### config.mk
export PLATFORM = sky130hd
export DESIGN_NAME = lx200_command_parser
export DESIGN_NICKNAME = d
export VERILOG_FILES = /design/src/design/lx200_pkg.sv /design/src/design/lx200_front.sv /design/src/design/lx200_back.sv /design/src/design/lx200_cmdq.sv /design/src/design/lx200_command_parser.sv
export SDC_FILE = /design/constraint.sdc
export NUM_CORES = 2
export LEC_CHECK = 0
export ABC_CLOCK_PERIOD_IN_PS = 58700
export BUFFER_PORTS_ARGS = -buffer_cell sky130_fd_sc_hd__buf_2
export CORE_MARGIN = 2
export CORE_UTILIZATION = 26
export CTS_CLUSTER_DIAMETER = 100
export DETAILED_ROUTE_END_ITERATION = 8
export PLACE_DENSITY_LB_ADDON = 0.15
export SYNTH_ARGS = -nofsm -noshare
export SYNTH_HDL_FRONTEND = slang
export SYNTH_SLANG_ARGS = --single-unit
### constraint.sdc
create_clock -name clk -period 58.7 [get_ports clk]
set_clock_uncertainty 0.05 [all_clocks]
set_input_delay 5.87 -clock clk [delete_from_list [all_inputs] [get_ports clk]]
set_output_delay 5.87 -clock clk [all_outputs]
set_load 0.05 [all_outputs]
### src/design/lx200_pkg.sv
// Package for the LX200 command parser: result and command descriptor types.
// No dependencies; used by every module of the block.
`default_nettype none
package lx200_pkg;
	localparam int unsigned CmdMax = 19;

	typedef logic [3:0] status_t;
	localparam status_t StFail   = 4'd0;
	localparam status_t StDone   = 4'd1;
	localparam status_t StRaSet  = 4'd2;
	localparam status_t StDecSet = 4'd3;
	localparam status_t StMoveE  = 4'd4;
	localparam status_t StMoveW  = 4'd5;
	localparam status_t StMoveS  = 4'd6;
	localparam status_t StMoveN  = 4'd7;
	localparam status_t StStopE  = 4'd8;
	localparam status_t StStopW  = 4'd9;
	localparam status_t StStopS  = 4'd10;
	localparam status_t StStopN  = 4'd11;

	typedef enum logic [2:0] {
		RepNone, RepOne, RepZero, RepGr, RepGd
	} rep_kind_t;

	// Decoded command handed from front to back.
	typedef struct packed {
		rep_kind_t    kind;
		status_t      status;
		logic [31:0]  target;
		logic [20:0]  ra;
		logic [19:0]  dec;
	} cmd_t;

	typedef enum logic [1:0] {BkIdle, BkConv, BkEmit} bk_state_t;
endpackage
`default_nettype wire

### src/design/lx200_front.sv
// Front part: byte capture, header search and command classification.
// Depends on lx200_pkg.
`default_nettype none
module lx200_front #(
	parameter int unsigned MessageLength = 64,
	parameter int unsigned CommandLength = 19
) (
	input  wire logic             clk,
	input  wire logic             arst_n,
	input  wire logic             in_valid,
	input  wire logic [7:0]       rx_byte,
	input  wire logic             end_of_message,
	input  wire logic [20:0]      ra_position,
	input  wire logic [19:0]      dec_position,
	output lx200_pkg::cmd_t       cmd_out,
	output logic                  cmd_valid
);
	import lx200_pkg::*;

	localparam int unsigned IdxW = $clog2(MessageLength + 1);

	logic [7:0]      buf_q [CmdMax];
	logic [4:0]      cnt_q;
	logic            hdr_q;
	logic [IdxW-1:0] idx_q;

	logic [7:0]  nb [CmdMax];
	logic        hdr_n;
	logic        in_win;
	cmd_t        c;

	assign in_win = idx_q < IdxW'(MessageLength);
	assign hdr_n = hdr_q || (in_win && (32'(idx_q) + 32'd5 <= 32'(MessageLength))
		&& rx_byte == 8'h3A);

	always_comb begin
		for (int i = 0; i < CmdMax; i++) begin
			nb[i] = buf_q[i];
			if (i < CommandLength && in_win && hdr_n && cnt_q == 5'(i))
				nb[i] = rx_byte;
			if (i >= CommandLength)
				nb[i] = 8'd0;
		end
	end

	function automatic logic [31:0] dg(input logic [7:0] b);
		return {24'd0, b} - 32'd48;
	endfunction

	logic [31:0] qr, sr, d1, d2, dsel;
	logic [7:0]  sgn;
	always_comb begin
		qr = dg(nb[7]) * 32'd540000 + dg(nb[8]) * 32'd54000 + dg(nb[10]) * 32'd9000
			+ dg(nb[11]) * 32'd900 + dg(nb[13]) * 32'd150 + dg(nb[14]) * 32'd15;
		sr = dg(nb[3]) * 32'd540000 + dg(nb[4]) * 32'd54000 + dg(nb[6]) * 32'd9000
			+ dg(nb[7]) * 32'd900 + dg(nb[9]) * 32'd150 + dg(nb[10]) * 32'd15;
		d1 = dg(nb[5]) * 32'd36000 + dg(nb[6]) * 32'd3600 + dg(nb[8]) * 32'd600
			+ dg(nb[9]) * 32'd60 + dg(nb[11]) * 32'd10 + dg(nb[12]);
		d2 = dg(nb[4]) * 32'd36000 + dg(nb[5]) * 32'd3600 + dg(nb[7]) * 32'd600
			+ dg(nb[8]) * 32'd60 + dg(nb[10]) * 32'd10 + dg(nb[11]);
		if (nb[3] == 8'h20) begin
			dsel = d1; sgn = nb[4];
		end else begin
			dsel = d2; sgn = nb[3];
		end
		if (sgn == 8'h2B) dsel = 32'd324000 + dsel;
		else if (sgn == 8'h2D) dsel = 32'd324000 - dsel;
	end

	always_comb begin
		c = '0;
		c.kind = RepNone;
		c.status = StFail;
		c.ra = ra_position;
		c.dec = dec_position;
		if (hdr_n) begin
			if (nb[1] == "G") begin
				c.status = StDone;
				if (nb[2] == "R") c.kind = RepGr;
				else if (nb[2] == "D") c.kind = RepGd;
			end else if (nb[1] == "Q" && nb[5] == "r") begin
				c.status = StRaSet; c.target = qr; c.kind = RepOne;
			end else if (nb[1] == "Q" && (nb[2] == "e" || nb[2] == "w"
				|| nb[2] == "s" || nb[2] == "n")) begin
				c.status = (nb[2] == "e") ? StStopE : (nb[2] == "w") ? StStopW :
					(nb[2] == "s") ? StStopS : StStopN;
			end else if (nb[1] == "S" && nb[2] == "r") begin
				c.status = StRaSet; c.target = sr; c.kind = RepOne;
			end else if (nb[1] == "S" && nb[2] == "d") begin
				c.status = StDecSet; c.target = dsel; c.kind = RepOne;
			end else if (nb[1] == "M") begin
				if (nb[2] == "S") begin
					c.status = StDone; c.kind = RepZero;
				end else if (nb[2] == "e") c.status = StMoveE;
				else if (nb[2] == "w") c.status = StMoveW;
				else if (nb[2] == "s") c.status = StMoveS;
				else if (nb[2] == "n") c.status = StMoveN;
			end
		end
	end

	always_ff @(posedge clk or negedge arst_n) begin
		if (!arst_n) begin
			cnt_q <= '0;
			hdr_q <= 1'b0;
			idx_q <= '0;
			cmd_valid <= 1'b0;
			for (int i = 0; i < CmdMax; i++) buf_q[i] <= 8'd0;
		end else begin
			cmd_valid <= in_valid && end_of_message;
			if (in_valid) begin
				if (end_of_message) begin
					cnt_q <= '0;
					hdr_q <= 1'b0;
					idx_q <= '0;
					for (int i = 0; i < CmdMax; i++) buf_q[i] <= 8'd0;
				end else begin
					buf_q <= nb;
					if (in_win) begin
						hdr_q <= hdr_n;
						idx_q <= idx_q + IdxW'(1);
						if (hdr_n && cnt_q < 5'(CommandLength)) cnt_q <= cnt_q + 5'd1;
					end
				end
			end
		end
	end

	always_ff @(posedge clk) begin
		if (in_valid && end_of_message) cmd_out <= c;
	end

`ifndef ASSERT_OFF
	a_cnt: assert property (@(posedge clk) disable iff (!arst_n)
		cnt_q <= 5'(CommandLength)) else $error("capture count overrun");
	a_idx: assert property (@(posedge clk) disable iff (!arst_n)
		idx_q <= IdxW'(MessageLength)) else $error("byte index overrun");
	a_hdr: assert property (@(posedge clk) disable iff (!arst_n)
		(cnt_q != 5'd0) |-> hdr_q) else $error("capture without header");
`endif
endmodule
`default_nettype wire

### src/design/lx200_back.sv
// Back part: converts positions to ASCII and emits the result beats.
// Depends on lx200_pkg.
`default_nettype none
module lx200_back (
	input  wire logic             clk,
	input  wire logic             arst_n,
	input  wire lx200_pkg::cmd_t  cmd_in,
	input  wire logic             cmd_valid,
	output logic                  cmd_ready,
	output logic                  empty,
	input  wire logic             pop,
	output logic                  has_reply_byte,
	output logic [7:0]            reply_byte,
	output logic [3:0]            status,
	output logic signed [31:0]    target_value,
	output logic                  last_result
);
	import lx200_pkg::*;

	bk_state_t   st_q, st_n;
	cmd_t        c_q;
	logic [3:0]  k_q;
	logic [20:0] rem_q;      // value being divided, one quotient field a cycle
	logic [7:0]  b_q [10];
	logic [3:0]  n_q;

	// Digit-pair extraction by restoring division over the conversion cycles.
	// Hours stay below 39, but degrees can reach 201 for large declinations.
	logic [7:0]  h_q, m_q, s_q;
	logic        neg_q;
	logic [2:0]  ph_q;

	logic [20:0] div;
	always_comb begin
		case (ph_q)
			3'd0: div = (c_q.kind == RepGr) ? 21'd54000 : 21'd3600;
			3'd1: div = (c_q.kind == RepGr) ? 21'd900 : 21'd60;
			default: div = (c_q.kind == RepGr) ? 21'd15 : 21'd1;
		endcase
	end

	// Tens and ones of a value below 256; v / 10 equals (v * 205) >> 11 there.
	function automatic logic [7:0] a1(input logic [7:0] v);
		logic [15:0] p;
		p = {8'd0, v} * 16'd205;
		return {3'd0, p[15:11]} + 8'd48;
	endfunction
	function automatic logic [7:0] a0(input logic [7:0] v);
		logic [15:0] p;
		logic [7:0]  q;
		p = {8'd0, v} * 16'd205;
		q = {3'd0, p[15:11]};
		return v - {q[6:0], 1'b0} - {q[4:0], 3'b0} + 8'd48;
	endfunction

	always_comb begin
		st_n = st_q;
		case (st_q)
			BkIdle: if (cmd_valid) st_n = BkConv;
			BkConv: if (ph_q == 3'd3) st_n = BkEmit;
			BkEmit: if (pop && k_q + 4'd1 == n_q) st_n = BkIdle;
			default: st_n = BkIdle;
		endcase
	end

	always_comb begin
		cmd_ready = st_q == BkIdle;
		empty = st_q != BkEmit;
		has_reply_byte = c_q.kind != RepNone;
		reply_byte = has_reply_byte ? b_q[k_q] : 8'd0;
		status = c_q.status;
		target_value = c_q.target;
		last_result = k_q + 4'd1 == n_q;
	end

	logic [7:0]  qbit;
	logic [28:0] tr;
	always_comb begin
		tr = {8'd0, rem_q};
		qbit = '0;
		for (int i = 7; i >= 0; i--) begin
			if (tr >= ({8'd0, div} << i)) begin
				tr = tr - ({8'd0, div} << i);
				qbit[i] = 1'b1;
			end
		end
	end

	always_ff @(posedge clk or negedge arst_n) begin
		if (!arst_n) begin
			st_q <= BkIdle;
			k_q <= '0;
			ph_q <= '0;
		end else begin
			st_q <= st_n;
			if (st_q == BkIdle) begin
				k_q <= '0;
				ph_q <= '0;
			end else if (st_q == BkConv) begin
				ph_q <= ph_q + 3'd1;
			end else if (pop) begin
				k_q <= k_q + 4'd1;
			end
		end
	end

	always_ff @(posedge clk) begin
		if (st_q == BkIdle && cmd_valid) begin
			c_q <= cmd_in;
			if (cmd_in.kind == RepGd) begin
				neg_q <= cmd_in.dec < 20'd324000;
				rem_q <= (cmd_in.dec >= 20'd324000) ? 21'(cmd_in.dec - 20'd324000)
					: 21'(20'd324000 - cmd_in.dec);
			end else begin
				neg_q <= 1'b0;
				rem_q <= cmd_in.ra;
			end
		end else if (st_q == BkConv && ph_q < 3'd3) begin
			rem_q <= tr[20:0];
			case (ph_q)
				3'd0: h_q <= qbit;
				3'd1: m_q <= qbit;
				default: s_q <= qbit;
			endcase
		end
		if (st_q == BkConv && ph_q == 3'd3) begin
			case (c_q.kind)
				RepGr: begin
					b_q[0] <= a1(h_q); b_q[1] <= a0(h_q); b_q[2] <= ":";
					b_q[3] <= a1(m_q); b_q[4] <= a0(m_q); b_q[5] <= ":";
					b_q[6] <= a1(s_q); b_q[7] <= a0(s_q); b_q[8] <= "#";
					b_q[9] <= 8'd0; n_q <= 4'd9;
				end
				RepGd: begin
					b_q[0] <= neg_q ? "-" : "+";
					b_q[1] <= a1(h_q); b_q[2] <= a0(h_q); b_q[3] <= ":";
					b_q[4] <= a1(m_q); b_q[5] <= a0(m_q); b_q[6] <= ":";
					b_q[7] <= a1(s_q); b_q[8] <= a0(s_q); b_q[9] <= "#";
					n_q <= 4'd10;
				end
				RepOne: begin
					b_q[0] <= "1"; n_q <= 4'd1;
					for (int i = 1; i < 10; i++) b_q[i] <= 8'd0;
				end
				RepZero: begin
					b_q[0] <= "0"; n_q <= 4'd1;
					for (int i = 1; i < 10; i++) b_q[i] <= 8'd0;
				end
				default: begin
					n_q <= 4'd1;
					for (int i = 0; i < 10; i++) b_q[i] <= 8'd0;
				end
			endcase
		end
	end

`ifndef ASSERT_OFF
	a_k: assert property (@(posedge clk) disable iff (!arst_n)
		(st_q == BkEmit) |-> (k_q < n_q)) else $error("beat index past count");
	a_ret: assert property (@(posedge clk) disable iff (!arst_n)
		(st_q == BkEmit && pop && last_result) |=> st_q == BkIdle)
		else $error("did not return to idle");
	a_conv: assert property (@(posedge clk) disable iff (!arst_n)
		(st_q == BkConv) |-> (ph_q <= 3'd3)) else $error("conversion overrun");
`endif
endmodule
`default_nettype wire

### src/design/lx200_cmdq.sv
// Two-entry queue of decoded commands between front and back.
// Depends on lx200_pkg.
`default_nettype none
module lx200_cmdq (
	input  wire logic             clk,
	input  wire logic             arst_n,
	input  wire lx200_pkg::cmd_t  wr_data,
	input  wire logic             wr_en,
	output logic                  full,
	output lx200_pkg::cmd_t       rd_data,
	output logic                  rd_valid,
	input  wire logic             rd_en
);
	import lx200_pkg::*;

	cmd_t       mem_q [2];
	logic       wp_q, rp_q;
	logic [1:0] cnt_q;

	assign full = cnt_q == 2'd2;
	assign rd_valid = cnt_q != 2'd0;
	assign rd_data = mem_q[rp_q];

	always_ff @(posedge clk) begin
		if (wr_en) mem_q[wp_q] <= wr_data;
	end

	always_ff @(posedge clk or negedge arst_n) begin
		if (!arst_n) begin
			wp_q <= 1'b0; rp_q <= 1'b0; cnt_q <= '0;
		end else begin
			if (wr_en) wp_q <= ~wp_q;
			if (rd_en && rd_valid) rp_q <= ~rp_q;
			cnt_q <= cnt_q + 2'(wr_en) - 2'(rd_en && rd_valid);
		end
	end

`ifndef ASSERT_OFF
	a_ovf: assert property (@(posedge clk) disable iff (!arst_n)
		!(wr_en && full && !rd_en)) else $error("command queue overflow");
	a_cnt: assert property (@(posedge clk) disable iff (!arst_n)
		cnt_q <= 2'd2) else $error("command queue count");
	a_ptr: assert property (@(posedge clk) disable iff (!arst_n)
		(cnt_q == 2'd0 || cnt_q == 2'd2) |-> (wp_q == rp_q)) else $error("pointer skew");
`endif
endmodule
`default_nettype wire

### src/design/lx200_command_parser.sv
// Top level of the LX200 command parser: front, command queue and back.
// Depends on lx200_pkg, lx200_front, lx200_cmdq and lx200_back.
`default_nettype none
// The parser takes one message byte per input beat, pushed while full is low,
// and gives its results as beats from a queue-like output (empty, pop). Each
// byte is captured and classified as it arrives; on the last byte of a message
// the decoded command is registered in the front and then enters a two-entry
// command queue, so further messages keep arriving while replies are sent.
// The back part turns a position into hours or degrees, minutes and seconds
// in four steps: three steps each produce one quotient and the fourth formats
// the ASCII bytes. It then offers one result beat per cycle while pop is high:
// GR gives nine beats, GD ten, set commands one beat carrying '1', MS one
// carrying '0', and every other message one beat without a reply byte. After
// the last beat of a message the back part returns to idle, where it takes the
// next command. The input stalls only when two messages wait that the back part
// has not started, counting one that is still leaving the front.
module lx200_command_parser #(
	parameter int unsigned MESSAGE_LENGTH = 64,
	parameter int unsigned COMMAND_LENGTH = 19
) (
	input  wire logic              clk,
	input  wire logic              arst_n,
	input  wire logic              push,
	output logic                   full,
	input  wire logic [7:0]        rx_byte,
	input  wire logic              end_of_message,
	input  wire logic [20:0]       ra_position,
	input  wire logic [19:0]       dec_position,
	output logic                   empty,
	input  wire logic              pop,
	output logic                   has_reply_byte,
	output logic [7:0]             reply_byte,
	output logic [3:0]             status,
	output logic signed [31:0]     target_value,
	output logic                   last_result
);
	import lx200_pkg::*;

	cmd_t fc, qc;
	logic fv, qv, qfull, bready, acc;

	// Full also covers a front command and a queued one waiting on a busy back.
	assign full = qfull;
	assign acc = push && !full;

	lx200_front #(.MessageLength(MESSAGE_LENGTH), .CommandLength(COMMAND_LENGTH)) u_front (
		.clk, .arst_n, .in_valid(acc), .rx_byte, .end_of_message,
		.ra_position, .dec_position, .cmd_out(fc), .cmd_valid(fv)
	);

	// The queue is declared full one entry early so the registered front output
	// always finds room.
	logic qf2;
	lx200_cmdq u_q (
		.clk, .arst_n, .wr_data(fc), .wr_en(fv), .full(qf2),
		.rd_data(qc), .rd_valid(qv), .rd_en(bready)
	);
	assign qfull = qf2 || (fv && qv && !bready);

	lx200_back u_back (
		.clk, .arst_n, .cmd_in(qc), .cmd_valid(qv), .cmd_ready(bready),
		.empty, .pop, .has_reply_byte, .reply_byte, .status, .target_value, .last_result
	);

`ifndef ASSERT_OFF
	a_nofull: assert property (@(posedge clk) disable iff (!arst_n)
		fv |-> !qf2 || bready) else $error("front command lost");
	a_emp: assert property (@(posedge clk) disable iff (!arst_n)
		!empty |-> !bready) else $error("output while back idle");
	a_acc: assert property (@(posedge clk) disable iff (!arst_n)
		full |-> !acc) else $error("accept while full");
`endif
endmodule
`default_nettype wire
=== Yosys cells after proc, flatten, opt, wreduce, memory -nomap -nowiden ===
Memory sizes are Yosys's and may differ from the RTL's.
Cells that the tools add are included.

* Input port bits: 54
* Word-level logic and storage cells: 445
* Flip-flop bits (word level): 308
* Output and inout port bits: 48
* Memories: 2
* RAM bits: 240

* Bitwise logic cells: 45
* $add $sub $neg: 63
* Multipliers: 25
* Equal/unequal tests: 52
* $lt $le $gt $ge: 14
* Multiplexer cells: 143
* Reductions and logical operators: 61

{| class="wikitable"
|+ Memories
! memory !! words !! bits a word !! read ports !! clocked after Yosys merged registers in !! write ports !! RTL line !! text
|-
| u_q.mem_q || 2 || 80 || 1 || 0 || 1 || lx200_cmdq.sv:16 || <nowiki>cmd_t mem_q [2];</nowiki>
|-
| u_back.b_q || 10 || 8 || 1 || 0 || 10 || lx200_back.sv:24 || <nowiki>logic [7:0] b_q [10];</nowiki>
|}

{| class="wikitable"
|+ Operator list
! kind !! number
|-
| $add A32 B32 Y32 || 20
|-
| $mux W8 || 60
|-
| $mux W29 || 7
|-
| $mux W32 || 5
|-
| $mux W144 || 1
|-
| $eq A8 B7 Y1 const B || 14
|-
| $sub A8 B6 Y9 const B || 12
|-
| $mux W21 || 5
|-
| $mux W39 || 2
|-
| $mul A32 B11 Y27 const B || 2
|-
| $mul A32 B11 Y29 const B || 2
|-
| $mul A32 B12 Y28 const B || 2
|-
| $mul A32 B15 Y27 const B || 2
|-
| $mul A32 B3 Y31 const B || 2
|-
| $mul A32 B4 Y30 const B || 2
|-
| $mul A32 B4 Y32 const B || 2
|-
| $mul A32 B7 Y29 const B || 2
|-
| $mul A32 B7 Y31 const B || 2
|-
| $mul A32 B8 Y28 const B || 2
|-
| $mul A32 B8 Y30 const B || 2
|-
| $mul A8 B8 Y16 const B || 3
|-
| $pmux W21 S2 || 1
|-
| $eq A5 B4 Y1 const B || 8
|-
| $mux W4 || 10
|-
| other kinds (73) || 233
|}

=== Logic depth before layout (Yosys ltp) ===
* Word-level depth: 24
* Mapped depth: 148
* Gate-level depth less buffers: 136

=== Modules after synthesis ===
A second synthesis with hierarchy kept.

* Cell total of the unflattened synthesis: 9159
* Area total of the unflattened synthesis: 87138.6 sq um

{| class="wikitable"
|+ Modules (own cells, without submodules)
! module !! sequential area each (sq um) !! cells each !! area an instance (sq um) !! times used
|-
| lx200_front || 5555.3 || 6393 || 59414.5 || 1
|-
| lx200_back || 4809.6 || 2496 || 21328.0 || 1
|-
| lx200_cmdq || 4904.7 || 266 || 6373.6 || 1
|-
| lx200_command_parser || 0.0 || 4 || 22.5 || 1
|}

=== Worst setup path before layout ===
No wires, ideal clock.

* Kind: flip-flop to flip-flop
* Start: register u_back.ph_q[0]
* End: register u_back.rem_q[15], data pin
* Data arrival time: 25.668 ns
* Path buffers: 15
* Required time: 58.330 ns
* Stages on the path, launching flop included: 138
* Clock period less this slack: 26.038 ns
* Slack: 32.662 ns
* Setup time: 0.320 ns
* Cells stage by stage: dfrtp_1 > inv_1 > ha_1 > nand2_1 > nor2_1 > buf_2 > inv_1 > ha_1 > a211o_1 > a31oi_1 > and3_4 > or2_1 > buf_6 > buf_2 > clkbuf_1 > nor2_1 > a21oi_1 > inv_1 > [102 not listed] > o21ai_0 > a21oi_1 > o21ai_0 > a21o_1 > a21o_1 > a21o_1 > a21o_1 > a21o_1 > a21o_1 > a21o_1 > a21o_1 > o41a_1 > a211oi_1 > and4_1 > buf_4 > inv_4 > mux2i_1 > o21ai_1

* Word-level cells in the longest chain between the ends: 20
* Elaborated cells on any way between the ends: 29
* Classes of those cells: 8 x add/sub; 8 x order compare; 1 x eq/ne; 11 x mux; 1 x reduce/logical

{| class="wikitable"
|+ RTL lines
! item !! RTL line !! text
|-
| start, declared || lx200_back.sv:31 || <nowiki>logic [2:0] ph_q;</nowiki>
|-
| start signal, assigned || lx200_back.sv:100 || <nowiki>ph_q <= ph_q + 3'd1;</nowiki>
|-
| $eq A3 B1 Y1 or $logic_not A3 Y1 (tied branches) || lx200_back.sv:35 || <nowiki>case (ph_q)</nowiki>
|-
| $pmux W21 S2 (*) || lx200_back.sv:35 ||
|-
| $sub A21 B28 Y29 or $ge A21 B28 Y1 (tied branches) || lx200_back.sv:83, lx200_back.sv:82 ||
|-
| $mux W29 || lx200_back.sv:82 || <nowiki>if (tr >= ({8'd0, div} << i)) begin</nowiki>
|-
| $sub A29 B27 Y29 or $ge A29 B27 Y1 (tied branches) || lx200_back.sv:83, lx200_back.sv:82 ||
|-
| $mux W29 || lx200_back.sv:82 ||
|-
| $sub A29 B26 Y29 or $ge A29 B26 Y1 (tied branches) || lx200_back.sv:83, lx200_back.sv:82 ||
|-
| $mux W29 || lx200_back.sv:82 ||
|-
| [4 not listed] || -- ||
|-
| $sub A29 B23 Y29 or $ge A29 B23 Y1 (tied branches) || lx200_back.sv:83, lx200_back.sv:82 ||
|-
| $mux W29 || lx200_back.sv:82 ||
|-
| $sub A29 B22 Y29 or $ge A29 B22 Y1 (tied branches) || lx200_back.sv:83, lx200_back.sv:82 ||
|-
| $mux W29 || lx200_back.sv:82 ||
|-
| $ge A29 B21 Y1 or $sub A21 B21 Y21 (tied branches) || lx200_back.sv:82, lx200_back.sv:83 ||
|-
| $mux W21 (*) || lx200_back.sv:82 ||
|-
| $mux W21 (*) || lx200_back.sv:118 || <nowiki>end else if (st_q == BkConv && ph_q < 3'd3) begin</nowiki>
|-
| $mux W21 (*) || lx200_back.sv:108 || <nowiki>if (st_q == BkIdle && cmd_valid) begin</nowiki>
|-
| end signal, assigned || lx200_back.sv:112 || <nowiki>rem_q <= (cmd_in.dec >= 20'd324000) ? 21'(cmd_in.dec - 20'd324000)</nowiki>
|-
| end signal, assigned || lx200_back.sv:116 || <nowiki>rem_q <= cmd_in.ra;</nowiki>
|-
| end signal, assigned || lx200_back.sv:119 || <nowiki>rem_q <= tr[20:0];</nowiki>
|-
| end, declared || lx200_back.sv:23 || <nowiki>logic [20:0] rem_q;</nowiki>
|}

Mark *: on every way between the ends. The rest lies on a longest branch, timed or not. The select of a mux whose other input is x is not followed.
A chain may end at the register's enable or synchronous reset.

=== Worst setup path in the final report ===
* Start: register u_back.ph_q[1]
* End: register u_back.rem_q[19], data pin

Same word-level chain as after synthesis.

==> metrics.md <==
| Metric | Value |
|---|---|
| Endpoints failing setup | `0` |
| Most Frequent Cell on Critical Path | `a21oi_1` |
| Root buffer cell | `clkbuf_16` |
| Post-synthesis cell type count | `105` |
| Post-CTS Setup Bufs | `0` |
| DRT antenna net count | `0` |
| Die Ht | `569 um` |
| Gpl congestion | `0.875` |
| Resize count post-CTS | `0` |
| Final min period | `32120 ps` |
| MaxCap Viol Count | `0` |
| Clock Tree Buf Depth | `3` |
| Cells after Synth | `8660` |
| Crit path DAT | `32640 ps` |
| Antenna violations before repair | `19` |
| Share of cells above drive strength 1 | `6.15%` |
| Row Count | `207` |
| Crit start category | `register` |
| Crit-path max FO | `29` |
| Total clock sinks | `535` |
| CTS tree | `yes` |
| Achievable Freq | `0.0311 GHz` |
| Global-route usage over all layers | `17.5%` |
| RSZ-0062 raised after global routing | `no` |
| Vias/cell | `4.65` |
| Final worst path period share | `54.7%` |
| Area contributors post-synth | `fa_1, ha_1, edfxtp_1` |
| Worst-Margin Slew | `1400 ps` |
| Post-synth EDFFs | `386` |
| WP data required | `59210 ps` |
| Syn-to-layout area delta | `10.0%` |
| Outcome | `complete, no violations` |
| Max_slew headroom | `6.68%` |
| Predominant post-synthesis flop cell | `edfxtp_1` |
| Core area | `318000 um2` |
| CTS Hold Bufs | `0` |
| CP Capture Type | `register` |
| Final Hold Fails | `0` |
| #FFs+latches synth | `535` |
| Nets | `11000` |
| Die W | `569 um` |
| First-pass GRT wire length | `421 mm` |
| I/O pin count | `102` |
| WS Path Type | `register to register` |
| Hold depth | `0` |
| Initial Util | `26.1%` |
| Fillers | `33300` |
| H-tree levels | `3` |
| Reg clk slew, reported paths | `60 ps` |
| DRT Wirelength | `282 mm` |
| Detailed-route via count | `60300` |
| Hold WC Path Type | `register to register` |
| R2R depth | `134` |
| Slew Limit Fails | `0` |
| Hpwl dp | `234 mm` |
| Cell Area, Synth | `83000 um2` |
| Largest net degree at the start of global routing | `60` |
| Vias in the first global route | `62900` |
| Critical Path Max Stage Delay | `950 ps` |
| Drt first pass iters | `9` |
| Post-synth ARST share | `26.0%` |
| Slowest CP cell | `and4_1` |
| DR WL/cell | `21.7 um` |
| DRC violations left | `0` |
| PortBufs | `101` |
| Fin Setup TNS | `0 ps` |
| DIE AREA | `324000 um2` |
| Total CTS buffers | `68` |
| Sequential fraction of the synthesis area | `18.4%` |
| Synth warn | `0` |
| Synth top cells by count | `inv_1, ha_1, fa_1, xnor2_1, a21oi_1` |
| Total congestion overflow | `0` |
| Initial DRC count | `4404` |
| Most numerous cell in the Yosys netlist | `inv_1` |
| Synth top area share | `22.9%` |
| Yosys top cell by area | `fa_1` |
| Clk Latency, worst-skew pair | `710 ps` |
| Syn avg cell area | `9.59 um2` |
## metrics by stage
| step | instances | instance area, um2 | utilization [%] | hold slack (ps) | worst slack (ps) |
|---|---|---|---|---|---|
| floorplan | 8663 | 83000 | - | 370 | 32660 |
| global placement | 12900 | 88900 | 28.0 | 374 | 26700 |
| detailed placement | 12900 | 88900 | 28.0 | 383 | 26660 |
| CTS | 13000 | 91300 | 28.7 | 370 | 26580 |
| global route | 13000 | 91300 | 28.7 | 389 | 23190 |
| finish | 13000 | 91300 | 28.7 | 380 | 26580 |
## registers in the layout, indices dropped and copies added (netlist names), 4 cells and up
register             cells
u_back.h_q               8
u_back.s_q               8
u_back.m_q               8
u_back.b_q              68
u_front.buf_q          112
u_back.status            4
u_front.cmd_out         80
u_front.cnt_q            5
u_back.rem_q            21
u_back.k_q               4
u_q.mem_q              160
u_back.target_value     32
u_front.idx_q            7
## cell usage in the layout, fill, tap and decap left out, drive strengths merged, types with 25 or more instances in the layout
master and instances:
inv 1714, ha 1231, fa 950, xnor2 530, a21oi 507, nand2 456
o21ai 446, nor2 395, edfxtp 386, buf 239, mux2i 166, o21bai 165
xor2 150, dfrtp 139, a21o 99, nor3 98, clkbuf 84, mux2 79
nand3 75, nor2b 66, and2 60, nand2b 53, or3 46, a21boi 41
nand4 37, o211ai 35, and3 34, a211oi 34, a31oi 33, o31ai 32
o21a 31, or2 31, a22oi 30, a222oi 30, nor4 27, nor3b 26
a22o 25
## final cells by class
type / instances / area [um2] / share of cell area [%]
Multi-Input combinational cell: 6203 / 60500 / 66.2
Sequential cell: 535 / 15300 / 16.7
Inverter: 1709 / 6420 / 7.03
Tap cell: 4180 / 5230 / 5.73
Clock buffer: 83 / 1820 / 1.99
Timing Repair Buffer: 240 / 1560 / 1.71
Clock inverter: 39 / 551 / 0.603
Antenna cell: 3 / 7.51 / 0.00822
## routing by layer
metal  share of wire, %  GRT usage (%)  vias up  wire length, um
li1                   -              -    29000                -
met3                4.6           2.24      159            13100
met2                 45           28.3     1089           128000
met1                 48           25.0    30100           136000
met4                1.6           3.02        2             4560
met5             0.0036              0        -               10
## logic make-up after synthesis
| kind of cell | Yosys count | share of synthesized area (%) |
|---|---|---|
| AOI/OAI and AO/OA | 1634 | 12.3 |
| xor gates and xnor gates | 680 | 7.17 |
| adders and majority gates | 2181 | 41.5 |
| buffers and inverters | 1925 | 8.92 |
| DFF | 535 | 18.4 |
| muxes | 259 | 3.48 |
| other | 1 | 0.00452 |
| and+or+nand+nor | 1445 | 8.29 |
## critical path, delay by kind of cell, from the launching register on
| family | cells | cell delay, ps |
|---|---|---|
| compound gates | 75 | 16170 |
| simple gates | 34 | 8010 |
| buf+inv | 13 | 3470 |
| fa+ha+maj | 9 | 3280 |
| mux | 3 | 460 |
| flops | 1 | 420 |
## worst paths after layout
path	start	end	slack [ps]
setup reg to reg	u_back.ph_q[1]	u_back.rem_q[19]	26580
setup / recovery	u_back.ph_q[1]	u_back.rem_q[19]	26580
max in group asynchronous	arst_n	u_front.buf_q[57]	52080
hold / removal	u_front.cmd_out[4]	u_q.mem_q[0][4]	380
hold reg to reg	u_front.cmd_out[4]	u_q.mem_q[0][4]	380
min in group asynchronous	arst_n	u_front.idx_q[1]	5160
Power is left out: the tool's default activity adds up to more than one toggle a clock period on the data nets, which glitch-free logic cannot reach.
